$ cat config.mk
export PLATFORM = sky130hd
export DESIGN_NAME = tlik_cordic_cell
export DESIGN_NICKNAME = d
export VERILOG_FILES = /design/src/hdl/tlik_pkg.sv /design/src/hdl/tlik_cordic_cell.sv
export SDC_FILE = /design/constraint.sdc
export NUM_CORES = 1
export LEC_CHECK = 0
export ABC_AREA = 1
export BUFFER_PORTS_ARGS = -buffer_cell sky130_fd_sc_hd__buf_2
export CORE_ASPECT_RATIO = 1.25
export CORE_MARGIN = 2
export CORE_UTILIZATION = 40
export CTS_CLUSTER_DIAMETER = 50
export DETAILED_ROUTE_END_ITERATION = 16
export PLACE_DENSITY_LB_ADDON = 0.25
export SLEW_MARGIN = 25
export SYNTH_ARGS = -nofsm -noshare
export SYNTH_HDL_FRONTEND = slang
export SYNTH_SLANG_ARGS = --single-unit
export TNS_END_PERCENT = 100
$ cat constraint.sdc
create_clock -name clk -period 2.2 [get_ports clk]
set_input_delay 0.11 -clock clk [delete_from_list [all_inputs] [get_ports clk]]
set_output_delay 0.11 -clock clk [all_outputs]
set_load 0.03 [all_outputs]
$ cat src/hdl/tlik_pkg.sv
`timescale 1ns / 1ps
// Shared types, constants and the arctangent table for the two-link IK core.
// Used by every module of the block; depends on nothing.
package tlik_pkg;

    typedef logic signed [47:0] cval_t;
    typedef logic signed [26:0] ang_t;

    localparam logic [0:0] REG_UPPER_ARM = 1'b0;
    localparam logic [0:0] REG_FOREARM   = 1'b1;

    localparam logic [13:0] LEN_RESET   = 14'd1600;
    localparam ang_t        DEG180_FINE = 27'sd11796480;

    localparam logic signed [27:0] SHOULDER_MIN = -28'sd46080;
    localparam logic signed [27:0] SHOULDER_MAX = 28'sd23040;
    localparam logic signed [27:0] ELBOW_MAX    = 28'sd23040;
    localparam logic signed [27:0] ROUND_HALF   = 28'sd256;

    typedef struct packed {
        logic               valid;
        logic [28:0]        rem;
        logic [30:0]        bits;
        logic [30:0]        quo;
        logic               neg;
        logic signed [15:0] x;
        logic signed [15:0] y;
    } div_t;

    typedef struct packed {
        logic               valid;
        logic [31:0]        rem;
        logic [61:0]        bits;
        logic [30:0]        root;
        logic signed [31:0] cq;
        logic signed [15:0] x;
        logic signed [15:0] y;
    } sqrt_t;

    typedef struct packed {
        logic  valid;
        logic  zero;
        cval_t x;
        cval_t y;
        ang_t  z;
    } cord_t;

    // atan(2^-i) in 2^-16 degree, rounded to nearest
    function automatic ang_t atan_fine(input logic [4:0] i);
        ang_t a;
        case (i)
            5'd0:    a = 27'sd2949120;
            5'd1:    a = 27'sd1740967;
            5'd2:    a = 27'sd919879;
            5'd3:    a = 27'sd466945;
            5'd4:    a = 27'sd234379;
            5'd5:    a = 27'sd117304;
            5'd6:    a = 27'sd58666;
            5'd7:    a = 27'sd29335;
            5'd8:    a = 27'sd14668;
            5'd9:    a = 27'sd7334;
            5'd10:   a = 27'sd3667;
            5'd11:   a = 27'sd1833;
            5'd12:   a = 27'sd917;
            5'd13:   a = 27'sd458;
            5'd14:   a = 27'sd229;
            5'd15:   a = 27'sd115;
            5'd16:   a = 27'sd57;
            5'd17:   a = 27'sd29;
            5'd18:   a = 27'sd14;
            5'd19:   a = 27'sd7;
            5'd20:   a = 27'sd4;
            5'd21:   a = 27'sd2;
            5'd22:   a = 27'sd1;
            default: a = 27'sd0;
        endcase
        return a;
    endfunction

endpackage

$ cat src/hdl/tlik_cordic_cell.sv
`timescale 1ns / 1ps
// One CORDIC vectoring cell with a fixed shift and a fixed angle step.
// Depends on tlik_pkg.
module tlik_cordic_cell #(
    parameter int STAGE = 0
) (
    input  logic            clk,
    input  logic            rst_n,
    input  logic            en,
    input  tlik_pkg::cord_t d,
    output tlik_pkg::cord_t q
);
    import tlik_pkg::*;

    cval_t xs, ys;
    cord_t q_next;
    cord_t q_reg;
    logic  valid_reg;

    always_comb
    begin
        xs     = d.x >>> STAGE;
        ys     = d.y >>> STAGE;
        q_next = d;
        if (!d.y[47])
        begin
            q_next.x = d.x + ys;
            q_next.y = d.y - xs;
            q_next.z = d.z + atan_fine(5'(STAGE));
        end
        else
        begin
            q_next.x = d.x - ys;
            q_next.y = d.y + xs;
            q_next.z = d.z - atan_fine(5'(STAGE));
        end
    end

    always_ff @(posedge clk or negedge rst_n)
    begin
        if (!rst_n)
            valid_reg <= 1'b0;
        else if (en)
            valid_reg <= d.valid;
    end

    always_ff @(posedge clk)
    begin
        if (en)
            q_reg <= q_next;
    end

    always_comb
    begin
        q       = q_reg;
        q.valid = valid_reg;
    end

endmodule
# Word-level counts from Yosys, hierarchy flattened
# Index checks and enable logic that the tools add are counted.
dict set report classes {
  muxes 1
  add_sub_neg 5
}
# cell count
set op_table {}
lappend op_table {{123-bit 2-to-1 mux} 1}
lappend op_table {{48-bit subtractor} 2}
lappend op_table {{48-bit adder} 1}
lappend op_table {{27-bit by 23-bit adder with 27-bit output (second input constant)} 1}
lappend op_table {{27-bit by 23-bit subtractor with 27-bit output (second input constant)} 1}
dict set report totals {
  input_bits 128
  register_bits 125
  word_cells 11
  out_inout_bits 125
}

# Longest topological paths before layout
dict set report depth {
  ltp_word 2
  ltp_mapped 18
  mapped_depth_nobuf 17
}

# Worst setup path after synthesis
# No wires, ideal clock.
dict set report synth_path {
  kind {input to register}
  startpoint {input d[75] (netlist bit)}
  endpoint {register q_reg, in the netlist q[99] (data pin)}
  slack_ps 286
  required_time_ps 1947
  path_stages 15
  n_path_buf 0
  setup_time_ps 253
  arrival_ps 1660
  cell_sequence {inv_1 ha_1 fa_1 inv_1 nand2_1 nand3_1 nand2_1 nand2_1 inv_1 o21ai_2 nand2_1 nand2_1 nand2_1 nand3_1 nand2_1}
}
# item line
set synth_lines {}
lappend synth_lines {{start: declaration} tlik_cordic_cell.sv:10} ;# input tlik_pkg::cord_t d,
lappend synth_lines {{end signal: assignment} tlik_cordic_cell.sv:50} ;# q_reg <= q_next;
lappend synth_lines {{end: declaration} tlik_cordic_cell.sv:17} ;# cord_t q_reg;

==> metrics <==
first-pass GRT wire length between 100,000 and 150,000 um; hold_ws 37.5 ps; Yosys cell types 42; initial antenna violation count 0; power share of the clock group 24.0%; Placer Congestion 0.965; Hold Path Depth 2; Hold EP q[16]; final non-filler cell total between 4k and 5k; maximum clock rate between 0.4 and 0.5 GHz; Vias 21.0k; Leakage Power approximately 0.013 uW; maximum clock path buffer count 2; final net count just under 4k; end of the worst register-to-register path valid_reg; Remaining DRCs 0; #FFs+latches synth 124; wl on met1 between 30,000 and 40,000 um; fin crit share between 90 and 100%; Fin. Hold Viols 0; buffer count from post-CTS setup fixing 0; Final Critical Period about 2100 ps; CP Capture Type flip-flop; Initial Util about 41%; ant diodes 0; max reg flops between 100 and 150; Max-slew headroom between 50% and 60%; EDFF count, synth 123; post-synthesis mux area share less than 1%; top-level port count approximately 250; Tot Pwr ~12,000 uW; Final ANT Viol Nets 0; DP HPWL roughly 70,000 um; reg-to-reg slack, setup between 1000 and 1500 ps; Data required, critical path around 2400 ps; commonest non-fill, non-tap cell in the layout nand2_1; Switching Fraction between 40% and 50%; vias in the first global route about 20k; post-synthesis sequential area ratio a little over a fifth; outcome finished clean; Post-Synth Adder-Cell Area about an eighth; most frequent cells in the layout nand2_1, inv_1, buf_4, buf_2, nand3_1; P_int 6900 uW; wire length on met3 between 4000 and 5000 um; max-slew violation count 0; total placed cells including tap cells between 4k and 5k; HP Class input port to flip-flop; Synth Area in Compound Gates under 10%; clk root buf clkbuf_16; Highest Signal Layer met4; Critical R2R Launch valid_reg; largest family of logic cells by synthesized area simple AND/OR/NAND/NOR gates; CP Data Arrival Time 2300 ps; worst hold start d[16]; CTS Buf Count 17; Worst Setup Path Type input port to flip-flop; setup TNS 0 ps; clock-pin slew on the worst setup and hold paths 70 ps; final setup vio count 0; Die ar. approximately 0.044 sq mm; core area about 0.042 sq mm; drt first pass iters 6; met2 routed WL just under 40,000 um; vias per cell about 5.0; Clock Sinks 124; Worst-Margin Slew 622 ps; CP Max Fanout 5; Die Ht ~240 um; layout cells sized above 1 around a quarter; final WL 79,100 um; total gr overflow 0; max-cap violations 0; Power Density between 500 and 600 mW/mm^2; area delta synth->final 37.0%; WL per Instance 18.8 um; Row Count between 80 and 90; Worst VDD drop 0.428 mV; Synth Area in Simple Gates between 30% and 40%; Filler cells 4,326; TritonCTS clock tree done; H-tree Lvls 4; Startpoint Class input port; Comb pwr share roughly half; Flop pwr share between 20 and 30%; switching pwr between 5000 and 6000 uW; Netlist Area Pre-Place around 0.017 sq mm; 1st-iter DRT viols about 1.7k; clk_lat worst skew roughly 440 ps; asr flop ratio synth less than 1%; Syn. warnings 0; Top FF cell, synth edfxtp_1; R2R depth 1; largest net degree at the start of global routing 99; Total GRT Usage between 30% and 40%; Syn Nets approximately 3.2k; xor and xnor area share after synthesis 1.94%; Syn Inst Count about 2.9k; die width about 190 um; syn avg cell area about 5.9 sq um; Port Buffer Count around 250; clock skew 0 ps
cells in the mapped netlist (all sizes together), types with 4 or more instances:
master     n  area (sq um)
o21ai     82           414
a21oi    133           684
o22ai      7          43.8
ha       166          2080
inv      581          2180
or2        5          31.3
fa         4          80.1
nor2     278          1140
xor2      33           289
clkbuf    14          95.1
xnor2      5          43.8
edfxtp   123          3690
nor3      16           105
and2       5          32.5
nand3    249          1250
nand2   1065          4050
o21bai    28           210
buf       52           352
nand4     39           244
o211ai     4          30.0
power groups by stage:
stage	sequential, uW	combinational [uW]	clock (uW)
floorplan	3800	2620	0
detailed placement	3170	6100	0
global placement	3160	6010	0
finish	3120	6240	2960
global route	3150	6730	3060
CTS	3120	6150	2990
worst max-delay path by stage:
stage                     startpoint     to  slack (ps)  cells after the start
after CTS                      d[32]  q[96]          10                     12
after global placement         d[27]  q[47]        -610                     14
final                          d[50]  q[59]          90                     13
after detailed placement       d[27]  q[95]        -600                     14
after floorplan                d[75]  q[99]         290                     15
after global routing           d[50]  q[59]          -8                     13
routing by layer:
layer,global-route usage [%],up-vias
met1,40.4,9623
met2,62.8,815
li1,-,10420
met5,0,-
met4,19.6,0
met3,3.38,180
layout make-up:
class	instances	area, sq um	share of cell area [%]
multi-input combinational	2127	10900	46.3
inverter	581	2180	9.30
timing repair buffer	783	5410	23.0
tap	559	699	2.98
clock buffer	17	425	1.81
clock inverter	15	168	0.715
sequential	124	3720	15.8
worst max-delay path: stages:
cell	delay [ps]
buf_2	140
inv_1	70
ha_1	360
buf_4	160
a21oi_1	120
buf_4	140
o21ai_0	230
a21oi_1	430
nor2_1	80
nor2_1	170
nand3_1	120
nand3_1	100
nand2_1	70
repair_timing:
item | in CTS | in global routing
pin swaps | 0 | 0
gates resized for setup | 1 | 25
endpoints found under the setup margin | 4 | 24
hold buffers | 21 | 0
hold endpoints to repair | 22 | 0
logic make-up (layout without fill, tap and decap cells):
family                   Yosys count  count (layout)
AO/OA/AOI/OAI                    260             260
XOR/XNOR                          38              38
adder cells (fa/ha/maj)          170             170
buffers and inverters            647            1396
flip-flops                       124             124
multiplexers                       2               2
AND/OR/NAND/NOR                 1657            1657
per-stage QoR:
| step | setup slack [ps] | util [%] | cell area, sq um |
|---|---|---|---|
| after floorplan | 286 | - | 17100 |
| after global placement | -606 | 53.6 | 22600 |
| after detailed placement | -597 | 53.6 | 22600 |
| after CTS | 10.1 | 55.5 | 23400 |
| after global routing | -8.15 | 55.7 | 23500 |
| final | 94.9 | 55.7 | 23500 |
No activity file was read; power rests on OpenSTA's default activity.
