==> src/hdl/tlik_pkg.sv <==
`timescale 1ns / 1ps
// Shared types, constants and the arctangent table for the two-link IK core.
// Used by every module of the block; depends on nothing.
package tlik_pkg;

    typedef logic signed [47:0] cval_t;
    typedef logic signed [26:0] ang_t;

    localparam logic [0:0] REG_UPPER_ARM = 1'b0;
    localparam logic [0:0] REG_FOREARM   = 1'b1;

    localparam logic [13:0] LEN_RESET   = 14'd1600;
    localparam ang_t        DEG180_FINE = 27'sd11796480;

    localparam logic signed [27:0] SHOULDER_MIN = -28'sd46080;
    localparam logic signed [27:0] SHOULDER_MAX = 28'sd23040;
    localparam logic signed [27:0] ELBOW_MAX    = 28'sd23040;
    localparam logic signed [27:0] ROUND_HALF   = 28'sd256;

    typedef struct packed {
        logic               valid;
        logic [28:0]        rem;
        logic [30:0]        bits;
        logic [30:0]        quo;
        logic               neg;
        logic signed [15:0] x;
        logic signed [15:0] y;
    } div_t;

    typedef struct packed {
        logic               valid;
        logic [31:0]        rem;
        logic [61:0]        bits;
        logic [30:0]        root;
        logic signed [31:0] cq;
        logic signed [15:0] x;
        logic signed [15:0] y;
    } sqrt_t;

    typedef struct packed {
        logic  valid;
        logic  zero;
        cval_t x;
        cval_t y;
        ang_t  z;
    } cord_t;

    // atan(2^-i) in 2^-16 degree, rounded to nearest
    function automatic ang_t atan_fine(input logic [4:0] i);
        ang_t a;
        case (i)
            5'd0:    a = 27'sd2949120;
            5'd1:    a = 27'sd1740967;
            5'd2:    a = 27'sd919879;
            5'd3:    a = 27'sd466945;
            5'd4:    a = 27'sd234379;
            5'd5:    a = 27'sd117304;
            5'd6:    a = 27'sd58666;
            5'd7:    a = 27'sd29335;
            5'd8:    a = 27'sd14668;
            5'd9:    a = 27'sd7334;
            5'd10:   a = 27'sd3667;
            5'd11:   a = 27'sd1833;
            5'd12:   a = 27'sd917;
            5'd13:   a = 27'sd458;
            5'd14:   a = 27'sd229;
            5'd15:   a = 27'sd115;
            5'd16:   a = 27'sd57;
            5'd17:   a = 27'sd29;
            5'd18:   a = 27'sd14;
            5'd19:   a = 27'sd7;
            5'd20:   a = 27'sd4;
            5'd21:   a = 27'sd2;
            5'd22:   a = 27'sd1;
            default: a = 27'sd0;
        endcase
        return a;
    endfunction

endpackage

==> src/hdl/tlik_sqrt_cell.sv <==
`timescale 1ns / 1ps
// One digit-by-digit square root cell: takes two radicand bits, gives one root bit.
// Depends on tlik_pkg.
module tlik_sqrt_cell (
    input  logic            clk,
    input  logic            rst_n,
    input  logic            en,
    input  tlik_pkg::sqrt_t d,
    output tlik_pkg::sqrt_t q
);
    import tlik_pkg::*;

    logic [33:0] rem_sh;
    logic [33:0] trial;
    logic        ge;
    sqrt_t       q_next;
    sqrt_t       q_reg;
    logic        valid_reg;

    always_comb
    begin
        rem_sh       = {d.rem, d.bits[61:60]};
        trial        = {1'b0, d.root, 2'b01};
        ge           = (rem_sh >= trial);
        q_next       = d;
        q_next.rem   = ge ? 32'(rem_sh - trial) : rem_sh[31:0];
        q_next.bits  = {d.bits[59:0], 2'b00};
        q_next.root  = {d.root[29:0], ge};
    end

    always_ff @(posedge clk or negedge rst_n)
    begin
        if (!rst_n)
            valid_reg <= 1'b0;
        else if (en)
            valid_reg <= d.valid;
    end

    always_ff @(posedge clk)
    begin
        if (en)
            q_reg <= q_next;
    end

    always_comb
    begin
        q       = q_reg;
        q.valid = valid_reg;
    end

endmodule

==> config.mk <==
export PLATFORM = sky130hd
export DESIGN_NAME = tlik_sqrt_cell
export DESIGN_NICKNAME = d
export VERILOG_FILES = /design/src/hdl/tlik_pkg.sv /design/src/hdl/tlik_sqrt_cell.sv
export SDC_FILE = /design/constraint.sdc
export NUM_CORES = 1
export LEC_CHECK = 0
export BUFFER_PORTS_ARGS = -buffer_cell sky130_fd_sc_hd__buf_2
export CAP_MARGIN = 20
export CORE_AREA = 4 4 148 150
export DETAILED_ROUTE_END_ITERATION = 7
export DIE_AREA = 0 0 152 154
export PLACE_DENSITY = 0.68
export REMOVE_ABC_BUFFERS = 1
export SYNTH_ARGS = -nofsm -noshare
export SYNTH_HDL_FRONTEND = slang
export SYNTH_SLANG_ARGS = --single-unit
==> constraint.sdc <==
create_clock -name clk -period 2.2 [get_ports clk]
set_input_delay 0.44 -clock clk [delete_from_list [all_inputs] [get_ports clk]]
set_output_delay 0.44 -clock clk [all_outputs]
set_load 0.005 [all_outputs]
# Yosys cells after proc, flatten, opt, wreduce, memory -nomap -nowiden
# Cells that the tools add are included.
# word_totals
reg_bits	188
output_inout_bits	190
wordCells	10
# classes
n_addsub	1
magnitude_cmp	1
mux	1
# ops
cell	count
34-bit by 33-bit greater-or-equal comparator with 1-bit output	1
32-bit 2-to-1 mux	1
32-bit subtractor	1

# Longest topological paths before layout
# depth
ltp_word	2
ltp_mapped	13
depth_no_buf	10

# Worst setup path after synthesis
# Ideal clock, no wire load.
# synth_path
path_kind	input-to-reg
startpoint	in d[68] in the netlist's numbering
endpoint	reg q_reg (netlist bit q[161]), data pin
setup_ns	0.260
t_arrival_ns	2.860
setup_slack_ns	-0.921
path_stages	12
path_buffers	2
cell_sequence	inv_1 -> ha_1 -> a31o_2 -> a221oi_1 -> a31oi_1 -> a211oi_2 -> nor3_2 -> a311o_1 -> a41o_1 -> buf_6 -> buf_6 -> mux2_4
# synth_lines
item	line	rtl
start: declaration	tlik_sqrt_cell.sv:8	input tlik_pkg::sqrt_t d,
end signal: assignment	tlik_sqrt_cell.sv:42	q_reg <= q_next;
end: declaration	tlik_sqrt_cell.sv:17	sqrt_t q_reg;

==> summary.txt <==
Routing
  – Routed WL: 25.64 mm
  – Initial DRC count: 449
  – Drt wl/cell: 19.92 um
  – Post-DRT Antenna Nets: 0
  – DRC viols: 0
  – First-pass DRT Iterations: 5
  – Routed vias/inst: 4.771
  – Vias: 6140

STA
  – WHS: 0.1808 ns
  – Setup Viol. Count Final: 33
  – Crit share post-route: 1.205
  – Post-layout min period: 2.651 ns
  – Fmax: 377.2 MHz
  – TNS Setup: -13.55 ns
  – Endpoints failing hold: 0
  – Final worst slack: -0.4510 ns
  – RSZ-0062 raised after global routing: yes
  – Layout Skew: 0 ns
  – Final Max Tran Viols: 0
  – Slew margin rel.: 0.6579
  – Slew @ Worst Pin: 0.5132 ns

Logic synthesis
  – Synthesized area per cell: 16.07 um^2
  – Post-synth cell types: 53
  – Post-Synth Adder-Cell Area: 0.05171
  – Largest family of logic cells by synthesized area: compound AO/OA/AOI/OAI gates
  – Ranking of synthesized cells by area: edfxtp_1, ha_1, mux2_4
  – Biggest area consumer among synthesized cells: edfxtp_1
  – Sequential cell area fraction in the yosys report: 0.7064
  – Compound-Gate Fraction of Synth Area: 0.07694
  – Primary FF master, synth: edfxtp_1
  – Mapped Cells: 497
  – Most frequent cell after synthesis: edfxtp_1
  – Mux contribution to synthesized area: 0.05704
  – Post-synth ARST share: 0.005319
  – Syn. warnings: 0
  – Area share of the largest cell type after synthesis: 0.7032
  – Post-synth EDFFs: 187
  – Simple-gate share of the synthesized area: 0.04481
  – Top post-synthesis cells by count: edfxtp_1, inv_1, ha_1, a21oi_1, mux2_4
  – Post-Syn Area: 0.007985 mm^2
  – #FFs+latches synth: 188
  – Synth Area in XOR/XNOR: 0.03291

Clock network
  – CTS root buf: clkbuf_16
  – CTS Sinks: 188
  – CTS Buf Count: 17
  – Clock buffer depth: 2
  – Clock-pin slew on the worst setup and hold paths: 0.08 ns
  – Worst skew pair latency: 0.42 ns
  – CTS tree: yes
  – H-tree depth: 4

Setup path
  – Worst Setup Path Type: input pin to flop
  – Critical path startpoint category: input pin
  – Slowest cell on crit path: a41o_4
  – CP arrival: 2.82 ns
  – CP Capture Type: flop
  – CP Data Required Time: 2.37 ns
  – Crit path largest cell delay: 0.31 ns
  – Delay-heaviest family, CP: compound AO/OA/AOI/OAI gates
  – Cell breakdown of the critical path: buf_8, ha_4, a21o_1, a221oi_2, a31oi_2, a211oi_2, nor3_2, a311o_1, a41o_4, buf_12, mux2_4
  – Crit path buf inv count: 2
  – CP Max Fanout: 6

Floorplan
  – Die Wd: 152 um
  – Ports: 383
  – Die Y-Extent: 154 um
  – Row count: 53
  – Full die area: 0.02341 mm^2
  – Core Box Area: 0.02069 mm^2
  – Starting Density: 0.3859

Placed design
  – I/O Buffers: 380
  – Hpwl dp: 19.78 mm
  – Post-DP Area: 0.01103 mm^2
  – Final RePlAce weighted congestion: 0.9250

Status
  – Status: complete, but fails checks
  – Failing checks: negative setup slack

Global routing
  – Total gr overflow: 0
  – Largest net degree at the start of global routing: 54
  – First-pass GRT wire length: 37.41 mm
  – Vias in the first global route: 6245
  – Total GRT Usage: 0.2109
  – Initial antenna violation count: 3

Final layout
  – Nets@finish: 1225
  – FF+latch area: 0.005640 mm^2
  – N_diodes: 0
  – Fill cell count: 1671
  – Max reg flops: 187
  – Final Cell Area: 0.01204 mm^2
  – Area of the multi-input gates: 0.002371 mm^2
  – Synth-to-Final Area Change: 50.75%
  – Layout cell share with drive strength beyond 1: 0.5929

Worst hold path
  – Worst hold path class: input pin to flop

Pwr
  – Power per Cell Area: 772.7 mW/mm^2
  – VDD IR-drop max: 0.0004277 V
  – P_leak: 5.512 nW

Flow run
  – MaxCap Viol Count: 0
==> where the power goes <==
part | leakage [nW] | switching (mW) | internal [mW]
Sequential | 1.84 | 0.0822 | 4.33
Clock | 0.277 | 1.49 | 1.52
Combinational | 3.39 | 0.866 | 1.02
==> metal layers <==
metal	GRT usage	vias up	part of all wire
li1	-	2901	-
met1	0.2555	2949	0.39
met2	0.3774	261	0.53
met3	0.05404	25	0.065
met4	0.05265	4	0.017
met5	0	-	0.00082
==> cells by family (layout without fill, tap and decap cells) <==
logic type	count (synthesis)	after routing
DFF	188	188
xor gates and xnor gates	30	30
buffers and inverters	52	566
AOI/OAI and AO/OA	92	92
adders and majority gates	33	33
and+or+nand+nor	69	69
other	1	2
muxes	32	32
==> worst paths after layout <==
kind / startpoint / end / slack (ns) / depth (start not counted)
min in group asynchronous: rst_n / valid_reg / 0.35 / 2
max: d[162] / q[166] / -0.45 / 11
min: d[5] / q[5] / 0.18 / 1
max in group asynchronous: rst_n / valid_reg / 1.77 / 2
min reg2reg: valid_reg / valid_reg / 0.50 / 1
max reg2reg: valid_reg / valid_reg / 1.47 / 1
==> area by class of cell <==
cell class | instances | area share
inverters | 38 | 0.01206
repair buffers | 496 | 0.2462
well taps | 275 | 0.02858
flip-flops and latches | 188 | 0.4686
clock buffers | 18 | 0.03565
multi-input cells | 258 | 0.1970
clock inverters | 14 | 0.01195
==> cell usage in the layout, fill, tap and decap left out, types with 3 or more instances in the layout <==
| cell | count |
|---|---|
| buf_2 | 373 |
| edfxtp_1 | 187 |
| buf_4 | 106 |
| inv_1 | 31 |
| mux2_4 | 29 |
| ha_1 | 23 |
| xnor2_1 | 22 |
| a21oi_1 | 21 |
| nand2_1 | 18 |
| clkbuf_16 | 17 |
| nor2_1 | 15 |
| a21o_1 | 13 |
| o21ai_0 | 10 |
| ha_4 | 10 |
| nand2b_1 | 8 |
| xor2_1 | 8 |
| inv_2 | 6 |
| a21oi_2 | 6 |
| buf_12 | 6 |
| and3_1 | 5 |
| nor3_1 | 5 |
| inv_8 | 5 |
| buf_6 | 4 |
| o21ai_1 | 3 |
| and4_1 | 3 |
| nand3_1 | 3 |
| o211ai_1 | 3 |
| a211oi_1 | 3 |
| inv_6 | 3 |
| buf_16 | 3 |
==> per-stage QoR <==
| stage | instances | power (mW) | utilization | setup WS, ns |
|---|---|---|---|---|
| after global placement | 1246 | 6.196 | 0.5330 | -1.121 |
| final | 1287 | 9.302 | 0.5818 | -0.4510 |
| after floorplan | 484 | 5.209 | - | -1.731 |
| after detailed placement | 1246 | 6.230 | 0.5330 | -1.185 |
| after global routing | 1287 | 9.695 | 0.5818 | -0.5006 |
| after CTS | 1287 | 9.380 | 0.5802 | -0.4083 |
==> what timing repair did <==
item                       CTS  global route
hold endpoints to repair     1             0
pin swaps                   23             3
gates cloned                 3             0
hold buffers                 1             0
setup endpoints to repair   33            33
buffers inserted             6             0
resized for setup           54             9
No activity file was read; power rests on OpenSTA's default activity.
