## config.mk

```make
export PLATFORM = sky130hd
export DESIGN_NAME = tlik_norm
export DESIGN_NICKNAME = d
export VERILOG_FILES = /design/src/hdl/tlik_pkg.sv /design/src/hdl/tlik_norm.sv
export SDC_FILE = /design/constraint.sdc
export NUM_CORES = 2
export LEC_CHECK = 0
export BUFFER_PORTS_ARGS = -buffer_cell sky130_fd_sc_hd__buf_2
export CAP_MARGIN = 20
export CORE_MARGIN = 4
export CORE_UTILIZATION = 55
export DETAILED_ROUTE_END_ITERATION = 7
export GPL_TIMING_DRIVEN = 0
export MAX_ROUTING_LAYER = met4
export PLACE_DENSITY = 0.8
export SLEW_MARGIN = 10
export SYNTH_ARGS = -nofsm -noshare
export SYNTH_HDL_FRONTEND = slang
export SYNTH_SLANG_ARGS = --single-unit
```

## constraint.sdc

```tcl
create_clock -name clk -period 4.9 [get_ports clk]
set_input_delay 1.47 -clock clk [delete_from_list [all_inputs] [get_ports clk]]
set_output_delay 1.47 -clock clk [all_outputs]
set_load 0.01 [all_outputs]
```

## src/hdl/tlik_pkg.sv

```systemverilog
`timescale 1ns / 1ps
// Shared types, constants and the arctangent table for the two-link IK core.
// Used by every module of the block; depends on nothing.
package tlik_pkg;

    typedef logic signed [47:0] cval_t;
    typedef logic signed [26:0] ang_t;

    localparam logic [0:0] REG_UPPER_ARM = 1'b0;
    localparam logic [0:0] REG_FOREARM   = 1'b1;

    localparam logic [13:0] LEN_RESET   = 14'd1600;
    localparam ang_t        DEG180_FINE = 27'sd11796480;

    localparam logic signed [27:0] SHOULDER_MIN = -28'sd46080;
    localparam logic signed [27:0] SHOULDER_MAX = 28'sd23040;
    localparam logic signed [27:0] ELBOW_MAX    = 28'sd23040;
    localparam logic signed [27:0] ROUND_HALF   = 28'sd256;

    typedef struct packed {
        logic               valid;
        logic [28:0]        rem;
        logic [30:0]        bits;
        logic [30:0]        quo;
        logic               neg;
        logic signed [15:0] x;
        logic signed [15:0] y;
    } div_t;

    typedef struct packed {
        logic               valid;
        logic [31:0]        rem;
        logic [61:0]        bits;
        logic [30:0]        root;
        logic signed [31:0] cq;
        logic signed [15:0] x;
        logic signed [15:0] y;
    } sqrt_t;

    typedef struct packed {
        logic  valid;
        logic  zero;
        cval_t x;
        cval_t y;
        ang_t  z;
    } cord_t;

    // atan(2^-i) in 2^-16 degree, rounded to nearest
    function automatic ang_t atan_fine(input logic [4:0] i);
        ang_t a;
        case (i)
            5'd0:    a = 27'sd2949120;
            5'd1:    a = 27'sd1740967;
            5'd2:    a = 27'sd919879;
            5'd3:    a = 27'sd466945;
            5'd4:    a = 27'sd234379;
            5'd5:    a = 27'sd117304;
            5'd6:    a = 27'sd58666;
            5'd7:    a = 27'sd29335;
            5'd8:    a = 27'sd14668;
            5'd9:    a = 27'sd7334;
            5'd10:   a = 27'sd3667;
            5'd11:   a = 27'sd1833;
            5'd12:   a = 27'sd917;
            5'd13:   a = 27'sd458;
            5'd14:   a = 27'sd229;
            5'd15:   a = 27'sd115;
            5'd16:   a = 27'sd57;
            5'd17:   a = 27'sd29;
            5'd18:   a = 27'sd14;
            5'd19:   a = 27'sd7;
            5'd20:   a = 27'sd4;
            5'd21:   a = 27'sd2;
            5'd22:   a = 27'sd1;
            default: a = 27'sd0;
        endcase
        return a;
    endfunction

endpackage

```

## src/hdl/tlik_norm.sv

```systemverilog
`timescale 1ns / 1ps
// Front end of one arctangent: half-plane fold, then scale so the larger
// magnitude lands in [2^40, 2^41). Five register stages. Depends on tlik_pkg.
module tlik_norm (
    input  logic            clk,
    input  logic            rst_n,
    input  logic            en,
    input  logic            in_vld,
    input  tlik_pkg::cval_t x_in,
    input  tlik_pkg::cval_t y_in,
    output tlik_pkg::cord_t q
);
    import tlik_pkg::*;

    logic [4:0]  vld_reg;
    cord_t       c1_reg, c2_reg, c3_reg, c4_reg, c5_reg;
    cord_t       c1_next, c5_next;
    logic [47:0] m2_reg, m2_next;
    logic [5:0]  nz3_reg, nz3_next;
    logic [2:0]  pos3_reg [6];
    logic [2:0]  pos3_next [6];
    logic [5:0]  p4_reg, p4_next;
    cval_t       ya;

    // fold the left half plane onto the right one
    always_comb
    begin
        c1_next       = '0;
        c1_next.valid = in_vld;
        c1_next.zero  = (x_in == '0) && (y_in == '0);
        if (x_in[47])
        begin
            c1_next.x = -x_in;
            c1_next.y = -y_in;
            c1_next.z = y_in[47] ? -DEG180_FINE : DEG180_FINE;
        end
        else
        begin
            c1_next.x = x_in;
            c1_next.y = y_in;
            c1_next.z = '0;
        end
    end

    always_comb
    begin
        ya      = c1_reg.y[47] ? -c1_reg.y : c1_reg.y;
        m2_next = (c1_reg.x > ya) ? c1_reg.x : ya;
    end

    // leading one per byte
    always_comb
    begin
        for (int g = 0; g < 6; g++)
        begin
            nz3_next[g]  = |m2_reg[8*g +: 8];
            pos3_next[g] = 3'd0;
            for (int b = 0; b < 8; b++)
            begin
                if (m2_reg[8*g + b])
                    pos3_next[g] = 3'(b);
            end
        end
    end

    always_comb
    begin
        p4_next = '0;
        for (int g = 0; g < 6; g++)
        begin
            if (nz3_reg[g])
                p4_next = {3'(g), pos3_reg[g]};
        end
    end

    always_comb
    begin
        c5_next = c4_reg;
        if (p4_reg <= 6'd40)
        begin
            c5_next.x = c4_reg.x <<< (6'd40 - p4_reg);
            c5_next.y = c4_reg.y <<< (6'd40 - p4_reg);
        end
        else
        begin
            c5_next.x = c4_reg.x >>> (p4_reg - 6'd40);
            c5_next.y = c4_reg.y >>> (p4_reg - 6'd40);
        end
    end

    always_ff @(posedge clk or negedge rst_n)
    begin
        if (!rst_n)
            vld_reg <= '0;
        else if (en)
            vld_reg <= {vld_reg[3:0], in_vld};
    end

    always_ff @(posedge clk)
    begin
        if (en)
        begin
            c1_reg  <= c1_next;
            c2_reg  <= c1_reg;
            m2_reg  <= m2_next;
            c3_reg  <= c2_reg;
            nz3_reg <= nz3_next;
            for (int g = 0; g < 6; g++)
                pos3_reg[g] <= pos3_next[g];
            c4_reg  <= c3_reg;
            p4_reg  <= p4_next;
            c5_reg  <= c5_next;
        end
    end

    always_comb
    begin
        q       = c5_reg;
        q.valid = vld_reg[4];
    end

endmodule

```

# --- Word-level counts from Yosys, hierarchy flattened ---
# Memory sizes are Yosys's and may differ from the RTL's.
# Cells that the tools add are included.
op_classes:
  n_mux: 55
  n_reduce_logical: 10
  add_sub_neg: 5
  order_cmp: 2
  shift: 4
op_table:
  columns: ["operator", "count"]
  rows:
  - ["48-bit negator", 3]
  - ["122-bit 2-to-1 mux", 1]
  - ["3-bit 2-to-1 mux", 38]
  - ["48-bit zero test", 2]
  - ["48-bit 2-to-1 mux", 2]
  - ["96-bit 2-to-1 mux", 1]
  - ["48-bit by 6-bit <<< shifter with 48-bit output", 2]
  - ["48-bit by 6-bit >>> shifter with 48-bit output", 2]
  - ["48-bit > comparator", 1]
  - ["8-bit OR reduction", 6]
  - ["27-bit 2-to-1 mux", 1]
  - ["6-bit 2-to-1 mux", 3]
  - ["1-bit 2-to-1 mux", 8]
  - ["6-bit <= comparator (second input constant)", 1]
  - ["6-bit subtractor (first input constant)", 1]
  - ["6-bit subtractor (second input constant)", 1]
  - ["4-bit 2-to-1 mux", 1]
  - ["2-bit OR reduction", 1]
  - ["1-bit logical AND", 1]
word_totals:
  mem_bits_rw: 18
  elab_cells: 104
  in_bits: 100
  n_memories: 1
  regBits: 685
  out_inout_bits: 125
mem_list:
  columns: ["name", "depth", "width", "rd", "rd_ports_with_merged_regs", "write_ports", "line", "source"]
  rows:
  - ["pos3_reg", 6, 3, 6, 0, 6, "tlik_norm.sv:20", "logic [2:0] pos3_reg [6];"]

# --- Longest topological paths before layout ---
depth:
  word_depth: 7
  depth_mapped: 19
  ltp_nobuf: 16

# --- Worst setup path after synthesis ---
# OpenSTA, ideal clock, no wires.
synth_timing:
  kind: "reg2reg"
  from: "register c1_reg[27] (netlist name)"
  to: "register m2_reg[8], data pin"
  path_stages_with_launch: 20
  synth_period_minus_slack_ps: 5227
  slack_ps: -327
  setup_time_ps: 255
  t_arrival_ps: 4971
  required_ps: 4645
  path_buffers: 3
  cell_sequence: "edfxtp_1 inv_1 ha_1 or4b_1 or4_4 or3_1 buf_6 or2_1 o31ai_2 xor2_1 ha_1 nand4_1 inv_1 a211oi_1 nand2_1 a211oi_1 clkbuf_1 buf_1 o211ai_1 and3b_1"
synth_via:
  elab_chain_len: 4
synth_lines:
  columns: ["item", "line", "source"]
  rows:
  - ["from (decl)", "tlik_norm.sv:16", "cord_t c1_reg, c2_reg, c3_reg, c4_reg, c5_reg;"]
  - ["from (signal assigned)", "tlik_norm.sv:103", "c1_reg <= c1_next;"]
  - ["48-bit negator", "tlik_norm.sv:47", "ya = c1_reg.y[47] ? -c1_reg.y : c1_reg.y;"]
  - ["48-bit 2-to-1 mux *", "tlik_norm.sv:47", null]
  - ["48-bit > comparator", "tlik_norm.sv:48", "m2_next = (c1_reg.x > ya) ? c1_reg.x : ya;"]
  - ["48-bit 2-to-1 mux *", "tlik_norm.sv:48", null]
  - ["net m2_next[8]", "tlik_norm.sv:18", "logic [47:0] m2_reg, m2_next;"]
  - ["to (signal assigned)", "tlik_norm.sv:105", "m2_reg <= m2_next;"]
  - ["to (decl)", "tlik_norm.sv:18", null]
# Mark *: on every way through the listed nets, which the timed path passes. The rest lies on a longest branch.
# A chain may end at the register's enable or synchronous reset.

# --- Worst setup path after layout ---
layout_timing:
  from: "register c1_reg[40] (netlist name)"
  to: "register m2_reg[45], data pin"
# Same word-level chain as after synthesis.

==> results.cfg <==
[worst_setup_path]
reg2reg_from = c1_reg[40]
cp_slowest_cell = or4_4
critPathMaxFanout = 6
arrival_ps = 6670
cp_slowest_stage_delay_ps = 620
path_depth = 15
reg2regPathDepth = 15
r2r_setup_slack_ps = -1370
critPathBufInv = 2
crit_end = m2_reg[45]
r2r-end = m2_reg[45]
start_kind = register
worstPathCellList = or4_4 > or3_1 > or4_4 > o41ai_1 > xor2_1 > ha_1 > a21oi_1 > o21ai_0 > a22oi_2 > nand2_2 > a211oi_4 > buf_4 > clkbuf_8 > o211ai_1 > nor3b_2
critPathRequiredTime_ps = 5300
cp-end-kind = register
path_class = reg2reg
worst_path_most_repeated_cell = or4_4
crit_start = c1_reg[40]
cp_top_family = compound AO/OA/AOI/OAI gates

[place]
io_buffers = 206
dp_hpwl_mm = 114
globalplace.congestion = 1.21
dp_cells = 4101

[grt]
grtUsageTotal = 0.469
antenna_found_initial = 6
grt-busiest-layer = met2
use_met1 = 0.502
grt_pass1_vias = 29375
use_met2 = 0.707
grt_overflow = 0
grt_max_degree = 126
grt_util_met3 = 0.126
grt_pass1_wl_mm = 218

[yosys]
ys_seq_area_frac = 0.499
synth-simple-area-share = 0.114
ys_types = 79
ys_warn_count = 0
async_flop_share = 0.00858
syn_inst = 3023
muxShareOfSynthArea = 0.168
synth_area_leaders = edfxtp_1, mux4_2, mux2i_1, nor2_1, o21ai_0
synth_area_leader_cell = edfxtp_1
synth_xor_area_frac = 0.0372
synth_edf_count = 578
synthAdderAreaFrac = 0.0193
synth-compound-area-share = 0.128
synth.most_common_cell = edfxtp_1
syn_area_um2 = 35000
ys_seq_elements = 583
synth_top_family_by_area = multiplexers
synthTopCellsByCount = edfxtp_1, nor2_1, nand2_1, o21ai_0, mux2i_1
avgSynthCellArea_um2 = 11.6
synth_top_cell_area_share = 0.495
synth-main-ff-cell = edfxtp_1

[drt]
drc_errors = 94
finalWirelength_mm = 163
vias = 31588
drtIter0Drc = 6235
vias_per_cell = 7.40
ant_nets = 0
drt_first_pass_iters = 8
wire_per_inst_um = 38.2

[timing]
clock.fmax_mhz = 159
hold_violations = 0
worst_slack_ps = -1370
slew_viol_final = 0
rsz0062_at_grt = true
max_slew_margin = 0.194
period_needed_ps = 6270
post-route-period-util = 1.28
setup_viol = 51
finalClockSkew_ps = 32.1
worst_pin_slew_ps = 1180

[floorplan]
die_width_um = 260
rows = 92
dieArea_um2 = 67800
pin_count = 225
fp.dieH_um = 260
start_util = 0.555
coreArea_um2 = 63100

[pwr]
swShare = 0.355
clkPwrFrac = 0.286
power_density_nw_per_um2 = 375
leakage_nw = 14.8
internal-power_mw = 9.82
power_switching_mw = 5.40
power_frac_seq = 0.430
ir_drop_uv = 317
p_comb_frac = 0.284

[finish]
final_nets = 3527
drive_gt1_frac = 0.222
fin_cells = 4270
area_growth_pct = 15.9
regArea_um2 = 17500
final_util = 0.644
fill_cells = 4621
multi_input_area_um2 = 17100

[clock_network]
tritoncts = done
clkSinkCount = 583
ctsHtreeMaxLevel = 2
cts-root-buf = clkbuf_16
path_clk_slew_ps = 70
clk_latency_ps = 670
cts_buffer_depth = 3
cts_inserted_buffers = 55

[status]
run_status = finished with violations
violations = DRC, setup timing

[flow_run]
max-cap-violations = 0

[min_path]
hold_class = reg2reg
## stage by stage
step                instance area [um2]  hold WS [ps]  setup TNS, ps  power, mW  setup slack (ps)
floorplan                         35100           400          -20.9       8.51             -3.36
global placement                  37200           400       -3453220       10.2             -6060
detailed placement                37400           405        -144600       10.2             -1590
CTS                               40100           405         -22130       14.5              -526
global route                      40600           413         -51910       15.5             -1210
finish                            40600           393         -56500       15.2             -1370
## layer usage
metal,wire [um],part of all wire
met5,0,0
met4,21700,0.13
met3,19600,0.12
met2,71300,0.44
met1,50600,0.31
## kinds of logic (layout without fill, tap and decap cells)
family                     Yosys count  count (layout)
adders and majority gates           54              54
and+or+nand+nor                    889             889
DFF                                583             583
muxes                              375             375
AOI/OAI and AO/OA                  686             686
buffers and inverters              288             665
xor gates and xnor gates           147             147
other                                1              25
## placed cells by master, fill, tap and decap left out, types with 39 or more instances in the layout
master and count:
o21ai_0 176, a211oi_1 50, inv_1 44, mux2_2 39
edfxtp_1 578, mux4_2 167, xnor2_1 101, nor2_1 410
o31ai_1 45, nor3_1 48, clkbuf_16 62, ha_1 51
a21oi_1 145, buf_4 82, clkbuf_1 138, xor2_1 40
mux2i_1 160, buf_2 225, nand2_1 212
## power groups by stage
stage | Combinational [mW] | Clock (mW) | Sequential (mW)
2_1_floorplan | 2.11 | 0 | 6.40
3_3_place_gp | 3.58 | 0 | 6.61
3_5_place_dp | 3.62 | 0 | 6.56
4_1_cts | 3.80 | 4.23 | 6.47
5_1_grt | 4.38 | 4.54 | 6.54
6_report | 4.32 | 4.36 | 6.54
## final cells by class
class / instances / share of cell area
well taps: 846 / 0.0261
inverters: 48 / 0.00444
multi-input cells: 2169 / 0.420
diodes: 7 / 0.000431
clock buffers: 66 / 0.0354
plain buffers: 236 / 0.0304
clock inverters: 35 / 0.00804
flip-flops and latches: 583 / 0.430
repair buffers: 280 / 0.0448
## how the worst min path moves through the flow
stage / startpoint / end / slack, ps / cells after the start
floorplan: c1_reg[123] / c2_reg[123] / 400 / 0
global placement: c3_reg[120] / c4_reg[120] / 400 / 0
detailed placement: c2_reg[113] / c3_reg[113] / 400 / 0
CTS: c2_reg[113] / c3_reg[113] / 410 / 0
global route: c3_reg[86] / c4_reg[86] / 410 / 0
finish: c3_reg[35] / c4_reg[35] / 390 / 0
## worst reg2reg max path, cell delays in order (launching register included)
cell	delay, ps
edfxtp_1	540
or4_4	510
or3_1	410
or4_4	620
o41ai_1	450
xor2_1	390
ha_1	400
a21oi_1	450
o21ai_0	270
a22oi_2	370
nand2_2	150
a211oi_4	560
buf_4	240
clkbuf_8	180
o211ai_1	210
nor3b_2	260
## what timing repair did
action,4_1_cts,5_1_grt
setup buffers,26,29
gates cloned,6,3
pin swaps,26,24
gates resized for setup,140,66
hold buffers,0,0
endpoints found under the setup margin,142,113
Power figures use the tool's default switching activity.
