`src/hdl/tlik_pkg.sv`:
```
`timescale 1ns / 1ps
// Shared types, constants and the arctangent table for the two-link IK core.
// Used by every module of the block; depends on nothing.
package tlik_pkg;

    typedef logic signed [47:0] cval_t;
    typedef logic signed [26:0] ang_t;

    localparam logic [0:0] REG_UPPER_ARM = 1'b0;
    localparam logic [0:0] REG_FOREARM   = 1'b1;

    localparam logic [13:0] LEN_RESET   = 14'd1600;
    localparam ang_t        DEG180_FINE = 27'sd11796480;

    localparam logic signed [27:0] SHOULDER_MIN = -28'sd46080;
    localparam logic signed [27:0] SHOULDER_MAX = 28'sd23040;
    localparam logic signed [27:0] ELBOW_MAX    = 28'sd23040;
    localparam logic signed [27:0] ROUND_HALF   = 28'sd256;

    typedef struct packed {
        logic               valid;
        logic [28:0]        rem;
        logic [30:0]        bits;
        logic [30:0]        quo;
        logic               neg;
        logic signed [15:0] x;
        logic signed [15:0] y;
    } div_t;

    typedef struct packed {
        logic               valid;
        logic [31:0]        rem;
        logic [61:0]        bits;
        logic [30:0]        root;
        logic signed [31:0] cq;
        logic signed [15:0] x;
        logic signed [15:0] y;
    } sqrt_t;

    typedef struct packed {
        logic  valid;
        logic  zero;
        cval_t x;
        cval_t y;
        ang_t  z;
    } cord_t;

    // atan(2^-i) in 2^-16 degree, rounded to nearest
    function automatic ang_t atan_fine(input logic [4:0] i);
        ang_t a;
        case (i)
            5'd0:    a = 27'sd2949120;
            5'd1:    a = 27'sd1740967;
            5'd2:    a = 27'sd919879;
            5'd3:    a = 27'sd466945;
            5'd4:    a = 27'sd234379;
            5'd5:    a = 27'sd117304;
            5'd6:    a = 27'sd58666;
            5'd7:    a = 27'sd29335;
            5'd8:    a = 27'sd14668;
            5'd9:    a = 27'sd7334;
            5'd10:   a = 27'sd3667;
            5'd11:   a = 27'sd1833;
            5'd12:   a = 27'sd917;
            5'd13:   a = 27'sd458;
            5'd14:   a = 27'sd229;
            5'd15:   a = 27'sd115;
            5'd16:   a = 27'sd57;
            5'd17:   a = 27'sd29;
            5'd18:   a = 27'sd14;
            5'd19:   a = 27'sd7;
            5'd20:   a = 27'sd4;
            5'd21:   a = 27'sd2;
            5'd22:   a = 27'sd1;
            default: a = 27'sd0;
        endcase
        return a;
    endfunction

endpackage

```
`src/hdl/tlik_div_cell.sv`:
```
`timescale 1ns / 1ps
// One restoring-division cell: produces one quotient bit per cycle while en is high.
// Depends on tlik_pkg.
module tlik_div_cell (
    input  logic           clk,
    input  logic           rst_n,
    input  logic           en,
    input  logic [28:0]    den,
    input  tlik_pkg::div_t d,
    output tlik_pkg::div_t q
);
    import tlik_pkg::*;

    logic [29:0] r_sh;
    logic        ge;
    div_t        q_next;
    div_t        q_reg;
    logic        valid_reg;

    always_comb
    begin
        r_sh          = {d.rem, d.bits[30]};
        ge            = (r_sh >= {1'b0, den});
        q_next        = d;
        q_next.rem    = ge ? 29'(r_sh - {1'b0, den}) : r_sh[28:0];
        q_next.bits   = {d.bits[29:0], 1'b0};
        q_next.quo    = {d.quo[29:0], ge};
    end

    always_ff @(posedge clk or negedge rst_n)
    begin
        if (!rst_n)
            valid_reg <= 1'b0;
        else if (en)
            valid_reg <= d.valid;
    end

    always_ff @(posedge clk)
    begin
        if (en)
            q_reg <= q_next;
    end

    always_comb
    begin
        q       = q_reg;
        q.valid = valid_reg;
    end

endmodule

```
`config.mk`:
```
export PLATFORM = sky130hd
export DESIGN_NAME = tlik_div_cell
export DESIGN_NICKNAME = d
export VERILOG_FILES = /design/src/hdl/tlik_pkg.sv /design/src/hdl/tlik_div_cell.sv
export SDC_FILE = /design/constraint.sdc
export NUM_CORES = 1
export LEC_CHECK = 0
export BUFFER_PORTS_ARGS = -buffer_cell sky130_fd_sc_hd__buf_2
export CAP_MARGIN = 10
export CORE_AREA = 2 2 110 112
export CTS_BUF_LIST = sky130_fd_sc_hd__clkbuf_4 sky130_fd_sc_hd__clkbuf_8
export DETAILED_ROUTE_END_ITERATION = 10
export DIE_AREA = 0 0 112 114
export PLACE_DENSITY = 0.88
export SLEW_MARGIN = 10
export SYNTH_ARGS = -nofsm -noshare
export SYNTH_HDL_FRONTEND = slang
export SYNTH_SLANG_ARGS = --single-unit
```
`constraint.sdc`:
```
create_clock -name clk -period 1.9 [get_ports clk]
set_input_delay 0.38 -clock clk [delete_from_list [all_inputs] [get_ports clk]]
set_output_delay 0.38 -clock clk [all_outputs]
set_load 0.01 [all_outputs]
```
* Word-level counts from Yosys, hierarchy flattened
Cells that the tools add are included.
** Word-level totals
- Output and inout bits :: 125
- Word-level logic and storage cells :: 10
- Register bits :: 124
- Input bits :: 157
** Operators by class
- Order comparisons :: 1
- Mux-type cells :: 1
- Add/subtract/negate cells :: 1
** Operator list (number)
- greater-or-equal comparator 30 x 29 -> 1 bit :: 1
- 2-to-1 mux 29 bit :: 1
- subtractor 29 bit :: 1

* Depth between registers and ports, before layout
Gate-level depths: netlist of run 1.
- Depth in word-level cells :: 2
- Gate-level depth with buffers :: 13
- Gate-level depth less buffers :: 11

* Least setup slack after synthesis of run 1
No wires, ideal clock.
- Path kind :: input-to-reg
- Start :: input port d[94] in the netlist's numbering
- End :: register q_reg, in the netlist q[112], data pin
- Path buffers :: 2
- Cell stages on the path :: 12
- Arrival time :: 2516 ps
- Setup slack :: -876 ps
- Library setup time :: 260 ps
- Required time :: 1640 ps
- Path through :: inv_1 -> ha_1 -> fa_1 -> nor2b_1 -> o31a_1 -> o21ai_1 -> a31o_2 -> o211ai_2 -> a41o_1 -> buf_6 -> buf_8 -> mux2_4
** RTL lines
- from (decl) :: RTL line tlik_div_cell.sv:9 : input tlik_pkg::div_t d,
- to (signal assigned) :: RTL line tlik_div_cell.sv:41 : q_reg <= q_next;
- to (decl) :: RTL line tlik_div_cell.sv:17 : div_t q_reg;

==> results of run 1 <==
placed cells by master (no fill, tap or decap), types with 5 or more instances in the layout:
cell type and n:
clkbuf_8 17, mux2_4 6, edfxtp_1 123, inv_6 6
a21oi_1 18, ha_4 8, nor2_1 18, nand2_1 21
xnor2_1 14, nor2_2 11, ha_1 18, buf_2 276
a21o_1 17, a21oi_2 22, nand3_1 9, nor2_4 8
buf_4 103, xor2_1 12, buf_12 5, nand4_1 7
inv_1 29, o21ai_0 10
area by class of cell:
type | count | area, um2
antenna | 3 | 7.51
clock buffer | 17 | 234
clock inverter | 15 | 184
fill | 695 | 2660
inverter | 34 | 135
multi-input combinational | 264 | 2200
sequential | 124 | 3720
tap | 147 | 184
timing repair buffer | 393 | 2390
Yosys cell counts, types with 3 or more instances:
cell type	n
nand4_1	7
ha_1	29
a21oi_1	21
a211oi_1	4
and2_1	3
mux2_4	4
o211ai_1	3
o21ai_1	3
buf_2	4
a21oi_2	22
o21ai_0	13
buf_6	4
nand2b_1	4
xnor2_1	14
a31oi_1	4
nand2_1	24
clkbuf_1	3
a21o_1	17
inv_1	34
nor2b_1	5
nand3_1	10
xor2_1	12
edfxtp_1	123
nor2_1	37
mux2_2	4
where the power goes:
part	switching (W)	internal, W	total (W)
sequential	0.0000790	0.00333	0.00341
combinational	0.000986	0.000943	0.00193
clock	0.00116	0.00132	0.00248
total	0.00222	0.00559	0.00781
metal layers:
metal	vias up	part of all wire (%)	GRT usage (%)
met4	4	3.2	10.3
met1	2575	37	33.3
li1	2412	-	-
met3	61	7.8	8.24
met5	-	0.17	0
met2	277	52	53.6
worst min path at each step:
stage	endpoint	slack, ns	depth (start not counted)
after global placement	valid_reg	0.15	1
after CTS	q[93]	0.1	1
after floorplan	valid_reg	0.08	0
final	q[93]	0.13	1
after detailed placement	valid_reg	0.16	1
after global routing	q[75]	0.09	1
metrics by stage:
stage	utilization (%)	power, W	hold slack (ns)	std cells	cell area, um2
2_1_floorplan	-	0.00429	0.0844	437	5910
3_3_place_gp	69.8	0.00510	0.155	948	8180
3_5_place_dp	69.8	0.00517	0.163	948	8180
4_1_cts	76.2	0.00775	0.0975	990	8930
5_1_grt	77.2	0.00810	0.0942	995	9040
6_report	77.3	0.00781	0.125	997	9050
timing repair:
action | in CTS | in global routing
buffers inserted | 8 | 5
gates cloned | 1 | 0
resized for setup | 60 | 23
endpoints found under the setup margin | 30 | 30
hold endpoints to repair | 1 | 0
hold buffers | 1 | 0
pin swaps | 7 | 4
kinds of logic after synthesis:
kind of cell             count (synthesis)
multiplexers                             8
AO/OA/AOI/OAI                          102
XOR/XNOR                                26
flip-flops                             124
buffers and inverters                   49
AND/OR/NAND/NOR                         97
adder cells (fa/ha/maj)                 30
other                                    1
==> results.sh, run 1 <==
export IMPL_slew_violations=0
export IMPL_clk_pin_slew_ns=0.09
export IMPL_die_area_mm2=0.0128
export IMPL_synth_fa_ha_area_share_pct=6.55
export IMPL_grt_use_total_pct=29.4
export IMPL_pwr_density_cell_mw_per_mm2=863
export IMPL_antenna_found_initial=3
export IMPL_drcViolationCount=0
export IMPL_hold_path_startpoint="d[92]"
export IMPL_synth_top_family_by_area="compound AO/OA/AOI/OAI gates"
export IMPL_end_kind="flop"
export IMPL_fin_tns_setup_ns=-12.20
export IMPL_criticalPathCategory="in2reg"
export IMPL_synth_compound_area_share_pct=12.4
export IMPL_crit_path_start="d[94]"
export IMPL_violations="setup timing"
export IMPL_grt_pass1_wl_mm=28.3
export IMPL_yosys_area_top_type_share_pct=63.2
export IMPL_grt_max_degree=36
export IMPL_largest_register_ffs=123
export IMPL_clk_latency_ns=0.42
export IMPL_max_stage_delay_ns=0.36
export IMPL_initial_core_util_pct=49.9
export IMPL_cpMostUsedCell="buf_8"
export IMPL_drive_gt1_share_pct=60.3
export IMPL_critical_path_top_delay_family="compound AO/OA/AOI/OAI gates"
export IMPL_fin_nets=1021
export IMPL_place_congestion=0.921
export IMPL_cts_root_buf="clkbuf_8"
export IMPL_p_leak_nw=4.15
export IMPL_synth_edf_count=123
export IMPL_r2r_slack_ns=1.13
export IMPL_setup_violations_final=30
export IMPL_synth_mux_area_share_pct=1.80
export IMPL_maxCapViolCount=0
export IMPL_fin_skew_ns=0
export IMPL_cts_path_max_buffers=2
export IMPL_place_hpwl_mm=14.4
export IMPL_yosysTopAreaCell="edfxtp_1"
export IMPL_die_h_um=114
export IMPL_routed_wl_mm=19.5
export IMPL_setup_ws_ns=-0.480
export IMPL_cp_num_cells=13
export IMPL_h_tree_depth=4
export IMPL_pin_count=282
export IMPL_dp_slack_ns=-0.981
export IMPL_synth_warnings=0
export IMPL_synth_xor_area_share_pct=3.90
export IMPL_synth_main_ff_cell="edfxtp_1"
export IMPL_critPathRequiredTime_ns=2.09
export IMPL_numCtsBuffers=17
export IMPL_viasPerCell=5.35
export IMPL_fmax_mhz=420
export IMPL_vdd_drop_max_mv=1.01
export IMPL_path_cells="buf_8, inv_8, ha_4, fa_2, nor2b_4, o31a_1, o21ai_2, a31o_2, o211ai_2, a41o_2, buf_8, bufbuf_16, a21oi_2"
export IMPL_synthTopCellsByArea="edfxtp_1, ha_1, a21oi_2, nor2_1, a21o_1"
export IMPL_gr_total_overflow=0
export IMPL_crit_fanout=8
export IMPL_clkSinkCount=124
export IMPL_wire_per_inst_um=19.5
export IMPL_dr_pass1_iters=5
export IMPL_postRouteAntennaNets=0
export IMPL_cp_data_arrival_time_ns=2.56
export IMPL_r2r_start="valid_reg"
export IMPL_synth_nets=624
export IMPL_die_width_um=112
export IMPL_avgSynthCellArea_um2=13.4
export IMPL_first_iter_violations=504
export IMPL_layout_min_cycle_time_ns=2.38
export IMPL_synth_simple_gate_area_share_pct=7.58
export IMPL_async_flop_share_pct=0.806
export IMPL_cp_slowest_cell="fa_2"
export IMPL_syn_cell_area_mm2=0.00584
export IMPL_crit_path_end="q[103]"
export IMPL_final_period_utilization_pct=125
export IMPL_hp_class="in2reg"
export IMPL_area_growth_pct=54.8
export IMPL_reg2reg_to="valid_reg"
export IMPL_critPathLaunchType="primary input"
export IMPL_portBuffers=279
export IMPL_synthCells=437
export IMPL_seq_area_frac_synth_pct=63.6
export IMPL_reg2reg_depth=1
export IMPL_yosys_register_bits=124
export IMPL_synthDistinctLibCells=50
export IMPL_vias=5329
export IMPL_core_area_mm2=0.0117
export IMPL_status="finished with violations"
export IMPL_grt_pass1_vias=5246
export IMPL_rows=40
export IMPL_tritoncts="built"
export IMPL_rsz0062_at_grt="true"
export IMPL_cp_num_buf_inv=4
export IMPL_final_hold_violation_count=0
No activity file was read; power rests on OpenSTA's default activity.
==> run 2, diff against run 1 <==
--- a/config.mk
+++ b/config.mk
@@ -7,11 +7,9 @@
 export LEC_CHECK = 0
 export BUFFER_PORTS_ARGS = -buffer_cell sky130_fd_sc_hd__buf_2
 export CAP_MARGIN = 10
-export CORE_AREA = 2 2 110 112
-export CTS_BUF_LIST = sky130_fd_sc_hd__clkbuf_4 sky130_fd_sc_hd__clkbuf_8
+export CORE_UTILIZATION = 50
 export DETAILED_ROUTE_END_ITERATION = 10
-export DIE_AREA = 0 0 112 114
-export PLACE_DENSITY = 0.88
+export PLACE_DENSITY = 0.87
 export SLEW_MARGIN = 10
 export SYNTH_ARGS = -nofsm -noshare
 export SYNTH_HDL_FRONTEND = slang
==> constraint.sdc (replaced) <==
create_clock -name clk -period 1.9 [get_ports clk]
set_input_delay 0.38 -clock clk [delete_from_list [all_inputs] [get_ports clk]]
set_output_delay 0.38 -clock clk [all_outputs]
set_load 0.02 [all_outputs]
==> run 2 against run 1 <==
Net effect: the run still ends with setup timing left; sequential share of layout area is 0.97 points lower; total power is 15% higher; clock power is 37% higher; sequential power hardly changed; worst setup slack better by 0.040 ns.
==> results.sh, run 2 (same netlist as run 1, synthesis figures left out) <==
export IMPL_viasPerCell=5.34
export IMPL_final_hold_violation_count=0
export IMPL_fmax_mhz=427
export IMPL_area_growth_pct=58.6
export IMPL_largest_register_ffs=123
export IMPL_violations="setup timing"
export IMPL_die_area_mm2=0.0121
export IMPL_cp_num_buf_inv=3
export IMPL_dp_slack_ns=-0.971
export IMPL_cp_slowest_cell="fa_2"
export IMPL_postRouteAntennaNets=0
export IMPL_h_tree_depth=4
export IMPL_drcViolationCount=0
export IMPL_tritoncts="built"
export IMPL_dr_pass1_iters=6
export IMPL_postLayoutCellArea_mm2=0.00927
export IMPL_status="finished with violations"
export IMPL_place_hpwl_mm=13.8
export IMPL_criticalPathCategory="in2reg"
export IMPL_slew_violations=0
export IMPL_end_kind="flop"
export IMPL_placed_cell_area_mm2=0.00821
export IMPL_hold_path_startpoint="d[54]"
export IMPL_clkSinkCount=124
export IMPL_drive_gt1_share_pct=59.6
export IMPL_grt_use_total_pct=31.1
export IMPL_maxCapViolCount=0
export IMPL_fin_skew_ns=0
export IMPL_vdd_drop_max_mv=1.05
export IMPL_r2r_slack_ns=1.13
export IMPL_max_stage_delay_ns=0.35
export IMPL_r2r_start="valid_reg"
export IMPL_cp_num_cells=12
export IMPL_hp_class="in2reg"
export IMPL_path_cells="buf_8, inv_8, ha_4, fa_2, nor2b_2, o31a_1, o21ai_2, a31o_2, o211ai_2, a41o_4, buf_12, mux2_4"
export IMPL_numCtsBuffers=17
export IMPL_cts_root_buf="clkbuf_16"
export IMPL_wire_per_inst_um=19.2
export IMPL_crit_fanout=7
export IMPL_reg2reg_depth=1
export IMPL_routed_wl_mm=19.0
export IMPL_setup_violations_final=30
export IMPL_setup_ws_ns=-0.440
export IMPL_layout_commonest_cell="buf_2"
export IMPL_rows=39
export IMPL_first_iter_violations=509
export IMPL_reg2reg_to="valid_reg"
export IMPL_place_congestion=0.899
export IMPL_clk_latency_ns=0.42
export IMPL_critPathLaunchType="primary input"
export IMPL_p_leak_nw=4.25
export IMPL_gr_total_overflow=0
export IMPL_vias=5300
export IMPL_worstHoldEndpoint="q[55]"
export IMPL_grt_max_degree=54
export IMPL_die_width_um=110
export IMPL_layout_min_cycle_time_ns=2.34
export IMPL_critPathRequiredTime_ns=2.07
export IMPL_grt_pass1_wl_mm=27.2
export IMPL_pwr_density_cell_mw_per_mm2=966
export IMPL_fin_nets=1020
export IMPL_die_h_um=110
export IMPL_pin_count=282
export IMPL_portBuffers=279
export IMPL_initial_core_util_pct=51.2
export IMPL_rsz0062_at_grt="true"
export IMPL_cts_path_max_buffers=2
export IMPL_core_area_mm2=0.0114
export IMPL_cp_data_arrival_time_ns=2.51
export IMPL_critical_path_top_delay_family="compound AO/OA/AOI/OAI gates"
export IMPL_final_period_utilization_pct=123
export IMPL_whs_path_depth=1
export IMPL_antenna_found_initial=3
export IMPL_layout_common_cells="buf_2, edfxtp_1, buf_4"
export IMPL_grt_pass1_vias=5316
export IMPL_clk_pin_slew_ns=0.06
==> run 2: cell count changes in the layout (fill, tap and decap cells not counted), sizes merged <==
cell,change
inv,-5
clkinv,+3
bufbuf,-1
bufinv,+1
clkinvlp,+1
diode,+1
==> run 2: per-stage QoR <==
stage                     hold WS (ns)  setup TNS (ns)  total power [W]  utilization (%)  std cells
after floorplan                 0.0844          -18.41          0.00450                -        437
after global placement           0.155          -24.46          0.00532             71.9        946
after detailed placement         0.156          -26.52          0.00539             71.9        946
after CTS                        0.115          -10.13          0.00894             80.7        987
after global routing             0.117          -12.42          0.00925             81.1        991
final                            0.131          -10.26          0.00895             81.2        993
==> run 2: timing repair <==
item / 4_1_cts / 5_1_grt
hold endpoints to repair: 1 / 0
endpoints found under the setup margin: 30 / 30
resized for setup: 59 / 17
hold buffers: 1 / 0
cloned: 3 / 0
pin swaps: 4 / 6
buffers inserted: 5 / 4
==> run 2: layer usage <==
| layer | wire length, um | track usage [%] | part of all wire (%) |
|---|---|---|---|
| met5 | 0 | 0 | 0 |
| met3 | 1710 | 9.41 | 9.0 |
| met2 | 9650 | 54.9 | 51 |
| met4 | 816 | 15.3 | 4.3 |
| met1 | 6860 | 34.0 | 36 |
==> run 2: how the worst max path moves through the flow <==
| stage | from | to | slack (ns) |
|---|---|---|---|
| finish | d[94] | q[104] | -0.44 |
| global route | d[94] | q[104] | -0.51 |
| CTS | d[94] | q[104] | -0.39 |
| detailed placement | d[94] | q[104] | -0.97 |
| global placement | d[94] | q[105] | -0.89 |
| floorplan | d[94] | q[112] | -0.70 |
==> run 2: cell type report <==
cell class,instances,area [um2]
antenna,4,10.0
clock buffer,17,425
clock inverter,15,196
tap,143,179
fill,642,2150
sequential,124,3720
inverter,34,135
timing repair buffer,392,2420
multi-input combinational,264,2180
==> run 2: where the power goes <==
group | switching, W | internal, W | total (W)
Sequential | 0.0000773 | 0.00333 | 0.00341
Clock | 0.00121 | 0.00219 | 0.00340
Combinational | 0.00118 | 0.000964 | 0.00215
==> run 3, diff against run 2 <==
--- a/config.mk
+++ b/config.mk
@@ -10,6 +10,7 @@
 export CORE_UTILIZATION = 50
 export DETAILED_ROUTE_END_ITERATION = 10
 export PLACE_DENSITY = 0.87
+export REMOVE_ABC_BUFFERS = 1
 export SLEW_MARGIN = 10
 export SYNTH_ARGS = -nofsm -noshare
 export SYNTH_HDL_FRONTEND = slang
==> run 3 against run 2 <==
Net effect: the run still ends with setup timing left; core utilization is 0.62 points lower; sequential cell count stayed put; highest routed layer unchanged; sequential power hardly changed.
==> results.sh, run 3 (same netlist as run 1, synthesis figures left out) <==
export IMPL_grt_max_degree=57
export IMPL_grt_pass1_vias=5378
export IMPL_pwr_density_cell_mw_per_mm2=942
export IMPL_regArea_mm2=0.00372
export IMPL_largest_register_ffs=123
export IMPL_final_period_utilization_pct=127
export IMPL_criticalPathCategory="in2reg"
export IMPL_layout_min_cycle_time_ns=2.42
export IMPL_portBuffers=279
export IMPL_setup_ws_ns=-0.520
export IMPL_crit_fanout=7
export IMPL_fin_nets=1030
export IMPL_cts_path_max_buffers=2
export IMPL_layout_common_cells="buf_2, edfxtp_1, buf_4"
export IMPL_numCtsBuffers=17
export IMPL_place_congestion=0.923
export IMPL_h_tree_depth=4
export IMPL_maxCapViolCount=0
export IMPL_cp_num_buf_inv=3
export IMPL_critPathRequiredTime_ns=2.06
export IMPL_max_stage_delay_ns=0.37
export IMPL_initial_core_util_pct=51.2
export IMPL_final_hold_violation_count=0
export IMPL_multi_input_area_mm2=0.00214
export IMPL_grt_pass1_wl_mm=27.9
export IMPL_p_leak_nw=4.28
export IMPL_routed_wl_mm=19.9
export IMPL_grt_use_total_pct=32.0
export IMPL_drcViolationCount=0
export IMPL_fmax_mhz=413
export IMPL_power_w=0.00867
export IMPL_wire_per_inst_um=19.9
export IMPL_clk_latency_ns=0.41
export IMPL_fill_cells=644
export IMPL_drive_gt1_share_pct=58.2
export IMPL_die_width_um=110
export IMPL_pin_count=282
export IMPL_antenna_found_initial=2
export IMPL_vias=5451
export IMPL_clk_pin_slew_ns=0.05
export IMPL_postLayoutCellArea_mm2=0.00920
export IMPL_hp_class="in2reg"
export IMPL_rows=39
export IMPL_fin_skew_ns=0
export IMPL_vdd_drop_max_mv=1.11
export IMPL_first_iter_violations=482
export IMPL_die_area_mm2=0.0121
export IMPL_critical_path_top_delay_family="compound AO/OA/AOI/OAI gates"
export IMPL_place_hpwl_mm=14.0
export IMPL_cp_slowest_cell="fa_2"
export IMPL_tritoncts="built"
export IMPL_layout_commonest_cell="buf_2"
export IMPL_core_area_mm2=0.0114
export IMPL_status="finished with violations"
export IMPL_clkSinkCount=124
export IMPL_end_kind="flop"
export IMPL_setup_violations_final=30
export IMPL_postRouteAntennaNets=0
export IMPL_violations="setup timing"
export IMPL_cpMostUsedCell="buf_8"
export IMPL_cp_data_arrival_time_ns=2.58
export IMPL_area_growth_pct=57.4
export IMPL_dr_pass1_iters=6
export IMPL_die_h_um=110
export IMPL_placed_cell_area_mm2=0.00818
export IMPL_rsz0062_at_grt="true"
export IMPL_slew_violations=0
export IMPL_viasPerCell=5.44
export IMPL_cts_root_buf="clkbuf_16"
export IMPL_gr_total_overflow=0
export IMPL_critPathLaunchType="primary input"
export IMPL_path_cells="buf_8, inv_4, ha_4, fa_2, nor2b_4, o31a_1, o21ai_2, a31o_4, o211ai_2, a41o_4, buf_8, mux2_4"
run 3: final cells by class:
cell class | count | share of cell area [%]
Antenna cell | 3 | 0.0816
Clock buffer | 18 | 4.67
Clock inverter | 14 | 1.40
Inverter | 34 | 1.41
Multi-Input combinational cell | 264 | 23.3
Sequential cell | 124 | 40.4
Tap cell | 143 | 1.95
Timing Repair Buffer | 402 | 26.8
run 3: per-stage QoR:
step                instances  TNS, ns  setup slack [ns]  hold WS, ns  util (%)
floorplan                 422   -50.27             -1.89       0.0844         -
detailed placement        955   -32.09             -1.15        0.155      71.7
global placement          955   -27.77             -1.00        0.155      71.7
CTS                       999   -12.76            -0.480        0.122      79.8
finish                   1002   -13.50            -0.520        0.136      80.5
global route             1000   -14.90            -0.575        0.117      80.5
run 3: power breakdown:
group | leakage (nW) | internal (W) | switching [W]
clock | 0.272 | 0.00190 | 0.00117
sequential | 1.22 | 0.00334 | 0.0000848
combinational | 2.79 | 0.000966 | 0.00120
total | 4.28 | 0.00620 | 0.00246
run 3: timing repair:
item                                    4_1_cts  5_1_grt
endpoints found under the setup margin       30       30
pin swaps                                    14       18
hold buffers                                  1        0
gates cloned                                  2        0
resized for setup                            51       26
endpoints found under the hold margin         1        0
buffers inserted                              9        5
run 3: routing by layer:
layer	track usage [%]	vias up	part of all wire, %
li1	-	2427	-
met1	34.9	2585	35
met2	55.8	345	50
met3	10.1	94	9.5
met4	16.7	0	4.7
met5	0	-	0
run 3: path summary, 6_finish.rpt:
path                              to  slack (ns)  cells past startpoint  startpoint
setup / recovery              q[104]       -0.52                     12       d[94]
setup reg to reg           valid_reg        1.15                      1   valid_reg
min in group asynchronous  valid_reg        0.30                      2       rst_n
max in group asynchronous  valid_reg        1.51                      2       rst_n
hold / removal                 q[39]        0.14                      1       d[38]
hold reg to reg            valid_reg        0.52                      1   valid_reg
